===== config.mk =====
export PLATFORM = sky130hd
export DESIGN_NAME = cpl_mul
export DESIGN_NICKNAME = d
export VERILOG_FILES = /design/src/rtl/core/cpl_pkg.sv /design/src/rtl/core/cpl_mul.sv
export SDC_FILE = /design/constraint.sdc
export NUM_CORES = 2
export LEC_CHECK = 0
export ABC_AREA = 1
export ABC_CLOCK_PERIOD_IN_PS = 15400
export BUFFER_PORTS_ARGS = -buffer_cell sky130_fd_sc_hd__buf_2
export CAP_MARGIN = 20
export CORE_MARGIN = 4
export CORE_UTILIZATION = 55
export CTS_CLUSTER_DIAMETER = 40
export CTS_CLUSTER_SIZE = 16
export DETAILED_ROUTE_END_ITERATION = 10
export PLACE_DENSITY = 0.72
export SLEW_MARGIN = 40
export SYNTH_ARGS = -nofsm -noshare
export SYNTH_HDL_FRONTEND = slang
export SYNTH_SLANG_ARGS = --single-unit
export TNS_END_PERCENT = 1

===== constraint.sdc =====
create_clock -name clk -period 15.4 [get_ports clk]
set_input_delay 0.77 -clock clk [delete_from_list [all_inputs] [get_ports clk]]
set_output_delay 0.77 -clock clk [all_outputs]
set_load 0.01 [all_outputs]

===== src/rtl/core/cpl_pkg.sv =====
`default_nettype none
package cpl_pkg;

  localparam int CB = 32;
  localparam int FB = 16;
  localparam int MUL_CHUNK = 32;

  localparam int RW = CB + 1;
  localparam int DW = 2 * CB + 3;
  localparam int PW = 2 * DW + 1;
  localparam int NW = PW + FB;
  localparam int XW = PW + CB;
  localparam int TW = 2 * CB + 1 - FB;
  localparam int THR_SH = 4 * FB - 32;
  localparam int FMASK = (1 << FB) - 1;

  localparam int ST_DOT = 5;
  localparam int ST_DIFF = 10;
  localparam int ST_ABS = 11;
  localparam int ST_SEL = 12;
  localparam int ST_OVF = 13;
  localparam int ST_SAT = ST_OVF + CB + 1;
  localparam int ST_SHF = ST_SAT + 5;
  localparam int ST_PT = ST_SHF + 1;
  localparam int N_ST = ST_PT + 1;

  localparam logic signed [CB-1:0] C_MAX = {1'b0, {(CB-1){1'b1}}};
  localparam logic signed [CB-1:0] C_MIN = {1'b1, {(CB-1){1'b0}}};

  typedef enum logic [1:0] {
    OC_GENERAL  = 2'd0,
    OC_PARALLEL = 2'd1,
    OC_DEGEN    = 2'd2,
    OC_SAT      = 2'd3
  } outcome_t;

  typedef struct packed {
    logic signed [CB-1:0] first_point_x;
    logic signed [CB-1:0] first_point_y;
    logic signed [CB-1:0] first_point_z;
    logic signed [CB-1:0] first_dir_x;
    logic signed [CB-1:0] first_dir_y;
    logic signed [CB-1:0] first_dir_z;
    logic signed [CB-1:0] second_point_x;
    logic signed [CB-1:0] second_point_y;
    logic signed [CB-1:0] second_point_z;
    logic signed [CB-1:0] second_dir_x;
    logic signed [CB-1:0] second_dir_y;
    logic signed [CB-1:0] second_dir_z;
  } in_t;

  typedef struct packed {
    logic signed [CB-1:0] first_param;
    logic signed [CB-1:0] second_param;
    logic signed [CB-1:0] near_first_x;
    logic signed [CB-1:0] near_first_y;
    logic signed [CB-1:0] near_first_z;
    logic signed [CB-1:0] near_second_x;
    logic signed [CB-1:0] near_second_y;
    logic signed [CB-1:0] near_second_z;
    outcome_t             outcome;
  } out_t;

endpackage
`default_nettype wire


===== src/rtl/core/cpl_mul.sv =====
`default_nettype none
module cpl_mul #(
  parameter int WA = 32,
  parameter int WB = 33
) (
  input  logic                     clk,
  input  logic [3:0]               en,
  input  logic signed [WA-1:0]     a,
  input  logic signed [WB-1:0]     b,
  output logic signed [WA+WB-1:0]  p
);
  import cpl_pkg::*;

  localparam int NA = (WA + MUL_CHUNK - 1) / MUL_CHUNK;
  localparam int NB = (WB + MUL_CHUNK - 1) / MUL_CHUNK;
  localparam int MA = NA * MUL_CHUNK;
  localparam int MB = NB * MUL_CHUNK;
  localparam int SW = MA + MB;
  localparam int PD = WA + WB;

  logic [WA-1:0] ma;
  logic [WB-1:0] mb;
  logic [MA-1:0] ma_x;
  logic [MB-1:0] mb_x;
  logic [2*MUL_CHUNK-1:0] pp_r [NA][NB];
  logic [SW-1:0] row [NA];
  logic [SW-1:0] row_r [NA];
  logic [SW-1:0] tot;
  logic [PD-1:0] mag_r;
  logic sg0_r, sg1_r, sg2_r;
  logic signed [PD-1:0] p_r;

  // sign-magnitude split so partial products are plain unsigned chunks
  assign ma = a[WA-1] ? $unsigned(-a) : $unsigned(a);
  assign mb = b[WB-1] ? $unsigned(-b) : $unsigned(b);
  assign ma_x = MA'(ma);
  assign mb_x = MB'(mb);

  always_ff @(posedge clk) begin
    if (en[0]) begin
      for (int i = 0; i < NA; i++) begin
        for (int j = 0; j < NB; j++) begin
          pp_r[i][j] <= ma_x[i*MUL_CHUNK +: MUL_CHUNK] * mb_x[j*MUL_CHUNK +: MUL_CHUNK];
        end
      end
      sg0_r <= a[WA-1] ^ b[WB-1];
    end
  end

  always_comb begin
    for (int i = 0; i < NA; i++) begin
      row[i] = '0;
      for (int j = 0; j < NB; j++) begin
        row[i] = row[i] + (SW'(pp_r[i][j]) << (j * MUL_CHUNK));
      end
    end
  end

  always_ff @(posedge clk) begin
    if (en[1]) begin
      row_r <= row;
      sg1_r <= sg0_r;
    end
  end

  always_comb begin
    tot = '0;
    for (int i = 0; i < NA; i++) begin
      tot = tot + (row_r[i] << (i * MUL_CHUNK));
    end
  end

  always_ff @(posedge clk) begin
    if (en[2]) begin
      mag_r <= PD'(tot);
      sg2_r <= sg1_r;
    end
  end

  always_ff @(posedge clk) begin
    if (en[3]) begin
      p_r <= sg2_r ? -$signed(mag_r) : $signed(mag_r);
    end
  end

  assign p = p_r;

endmodule
`default_nettype wire


Word-level counts from Yosys, hierarchy flattened
Memories as Yosys holds them, arrays and structs flattened. Cells that the tools add are included.

Register bits: 198. Bits of input ports: 70. Word-level logic and storage cells: 19. Output and inout port bits: 65. Memories: 1. Bits in writable memories: 97.

Memories: pp_r (depth 1, bits a word 97, read ports 1, clocked after Yosys merged registers in 0, wr ports 2, RTL line cpl_mul.sv:25) `logic [2*MUL_CHUNK-1:0] pp_r [NA][NB];`.

Add/sub/neg operators: 4. Multipliers: 2. Muxes and demuxes: 5. Bitwise gates (word level): 1.

Operators by type and width (number): adder 64 x 65 -> 65 bit (1); 2-to-1 mux 65 bit (1); negation 65 bit (1); multiplier 32 x 32 -> 64 bit (1); multiplier 32 x 1 -> 33 bit (1); 2-to-1 mux 33 bit (1); negation 33 bit (1); 2-to-1 mux 32 bit (1); negation 32 bit (1); 2-to-1 mux 1 bit (2); XOR 1 bit (1).

Depth between registers and ports, before layout
Word-level depth: 3. Gate-level depth with buffers: 41. Depth with buffers taken out: 39.

Worst setup path before layout
Ideal clock, no wire load.

Path type: input-to-reg. From: in a[0]. To: mem pp_r[0][72] in the netlist's numbering, data pin. Cell stages on the path: 36. Required time: 15.148 ns. Arrival time: 7.797 ns. Path buffers: 3. Library setup time: 0.252 ns. Setup slack: 7.351 ns. Cells stage by stage: buf_6 > inv_4 > clkbuf_1 > ha_1 > nand2_1 > nor2_4 > nand3_1 > nand3_1 > nand2_2 > inv_1 > buf_2 > nor2_1 > fa_1 > inv_1 > fa_1 > fa_1 > fa_1 > inv_1 > fa_1 > inv_1 > fa_1 > inv_1 > fa_1 > inv_1 > fa_1 > inv_1 > ha_1 > nand2_1 > nor2_1 > nand2_1 > inv_1 > nand4_1 > nand3_1 > nand3_1 > nand3_1 > nand2_1.

RTL lines: from (decl) (RTL line cpl_mul.sv:8) `input logic signed [WA-1:0] a,`; to (decl) (RTL line cpl_mul.sv:25).

==> impl_metrics.csv <==
group,metric,value,unit
timing,hold_violations,0,
timing,rsz0062_at_grt,"no",
global_routing,grt_pass1_vias,43200,
setup_path,endpoint_kind,"register",
clock_tree,cts_setup_buffers,0,
route,first_pass_iters,8,
yosys,yosys_warnings,0,
route,drt_iter0_drc,3605,
route,dr_wl_met2,72800,um
setup_path,critPathSlowestCell,"clkinv_1",
yosys,synthCells,6146,
floorplan,die-area,96000,sq um
job,drv_cap,0,
clock_tree,clk_latency,0.57,ns
placement,io_buffers,134,
setup_path,critPathArrivalTime,10.04,ns
route,drc,0,
route,routedWlPerCell,22.0,um
floorplan,chipWidth,310,um
floorplan,core-area,90100,sq um
floorplan,fp.dieH,310,um
setup_path,crit_path_frequent_cell,"fa_1",
route,vias,41100,
clock_tree,cts_tree,"yes",
timing,max_freq,103,MHz
clock_tree,path_clk_slew,0.06,ns
clock_tree,htree_levels,1,
clock_tree,ctsResizeCount,0,
final_layout,final_common_cell,"nand2_1",
yosys,synth_nets,7411,
global_routing,grt_overflow_total,0,
timing,period_needed,9.71,ns
clock_tree,cts.path.max_buffers,3,
setup_path,critPathLaunchType,"input port",
yosys,synth_edf_count,294,
setup_path,path_class,"in -> reg",
setup_path,slowest_delay,0.84,ns
global_routing,grt_usage,34.8,%
route,ant_nets,0,
timing,setup_violations,0,
placement,routabilityCongestion,1.01,
clock_tree,cts_buffers,29,
route,via_per_inst,5.57,
final_layout,area_growth,5.35,%
yosys,netlist_top_cells_area,"fa_1, edfxtp_1, nand2_1",
clock_tree,cts_num_sinks,294,
yosys,yosysTopAreaCellShare,35.8,%
floorplan,rows,110,
setup_path,cp.required,15.73,ns
route,met3_length,19700,um
floorplan,start_util,55.6,%
timing,drv_slew,0,
final_layout,final_cell_mix,"nand2_1, inv_1, fa_1, nor2_1, ha_1",
global_routing,grt_first_pass_wirelength,251000,um
clock_tree,cts_root_buf,"clkbuf_16",
timing,relSlewSlack,37.2,%
yosys,synth-seq-area-share,17.6,%
final_layout,layout.nets,7459,
final_layout,drive_above_1_share,5.91,%
yosys,netlist_area,50100,sq um
yosys,synth_largest_area_cell,"fa_1",
yosys,synth.distinct_cells,50,
timing,tightestPinTransition,0.942,ns
yosys,ys_seq_elements,294,
global_routing,antenna_found_initial,6,
route,top_layer,"met5",
route,m1WireLength,57700,um
yosys,async_flop_share,0,%
yosys,ys.flop_type,"edfxtp_1",
timing,finalSetupTns,0,ns
outcome,status,"finished clean",
floorplan,boundaryPins,135,
yosys,avgSynthCellArea,8.16,sq um
global_routing,grt_max_degree,67,
timing,final.setup_skew,0.0324,ns
clock_tree,hold_buffers,0,
hold_path,hold_path.class,"reg -> reg",
setup_path,path_max_fanout,22,
timing,finalCritPeriodShare,63.0,%
route,routed_wl,163000,um
placement,post-dp-hpwl,131000,um
-- registers in the layout, indices dropped and copies added, names as in the netlist --
signal / count
pp_r: 96
mag_r: 65
p: 65
row_r: 65
sg0_r: 1
sg1_r: 1
sg2_r: 1
-- cell usage after synthesis, types with 2 or more instances --
library cell  instances
a21o_1                4
a21oi_1              86
a31oi_1               3
and2_1                5
and3_1                3
buf_1                 4
buf_2                98
buf_4                19
buf_6                11
clkbuf_1             53
clkinv_1              6
edfxtp_1            294
fa_1                897
ha_1                298
inv_1              1465
inv_2                24
nand2_1            1470
nand2_2              22
nand2_4               3
nand3_1             223
nand3_2               5
nand3b_1             13
nand4_1              39
nor2_1              807
nor2_2               15
nor2_4                5
nor3_1               34
nor3b_1               3
nor4_1                5
o21a_1                6
o21ai_0              54
o21ai_1               4
o21ai_2               6
o21bai_1             15
o31ai_1               5
or2_1                 2
or2_2                 5
or3_1                 2
xnor2_1               8
xor2_1              109
xor2_2                4
xor2_4                4
-- layer usage --
metal	vias to the layer above	track usage, %
met5	-	0.495
met4	9	19.8
met3	689	9.97
met2	2569	56.4
met1	19800	41.9
li1	18100	-
-- worst paths after layout --
check,start,to,slack (ns),cells after the start
max reg2reg,mag_r[3],p[55],12.84,9
max,b[0],pp_r[0][94],5.69,33
min reg2reg,pp_r[0][50],row_r[17],0.41,0
min,pp_r[0][50],row_r[17],0.41,0
-- critical path: cells and delay by family --
kind                     cells  cell delay, ns
AO/OA/AOI/OAI                1            0.08
AND/OR/NAND/NOR             13            1.78
buffers and inverters        9            2.46
adder cells (fa/ha/maj)     10            4.89
-- cell type report --
class	count	area (sq um)
Sequential cell	294	8830
Multi-Input combinational cell	4171	34800
Clock inverter	17	163
Tap cell	1176	1470
Inverter	1496	5620
Antenna cell	2	5.00
Fill cell	8254	37300
Timing Repair Buffer	202	1220
Clock buffer	31	733
-- stage by stage --
stage	util, %	instances	cell area (sq um)	hold slack [ns]	setup WS [ns]
3_3_place_gp	57.5	7336	51800	0.401	5.03
2_1_floorplan	-	6146	50100	0.400	7.35
6_report	58.6	7389	52800	0.415	5.69
4_1_cts	58.5	7385	52800	0.416	6.20
3_5_place_dp	57.5	7337	51900	0.405	5.60
5_1_grt	58.6	7387	52800	0.422	5.42
-- cell families (layout without fill, tap and decap cells) --
group / count (synthesis) / after routing / synth area share (%)
flip-flops: 294 / 294 / 17.6
buffers and inverters: 1681 / 1746 / 13.1
AND/OR/NAND/NOR: 2665 / 2665 / 21.5
XOR/XNOR: 126 / 126 / 2.43
other: 0 / 2 / 0
AO/OA/AOI/OAI: 185 / 185 / 2.08
adder cells (fa/ha/maj): 1195 / 1195 / 43.3
Power is left out: the tool's default activity adds up to more than one toggle a clock period on the data nets, which glitch-free logic cannot reach.
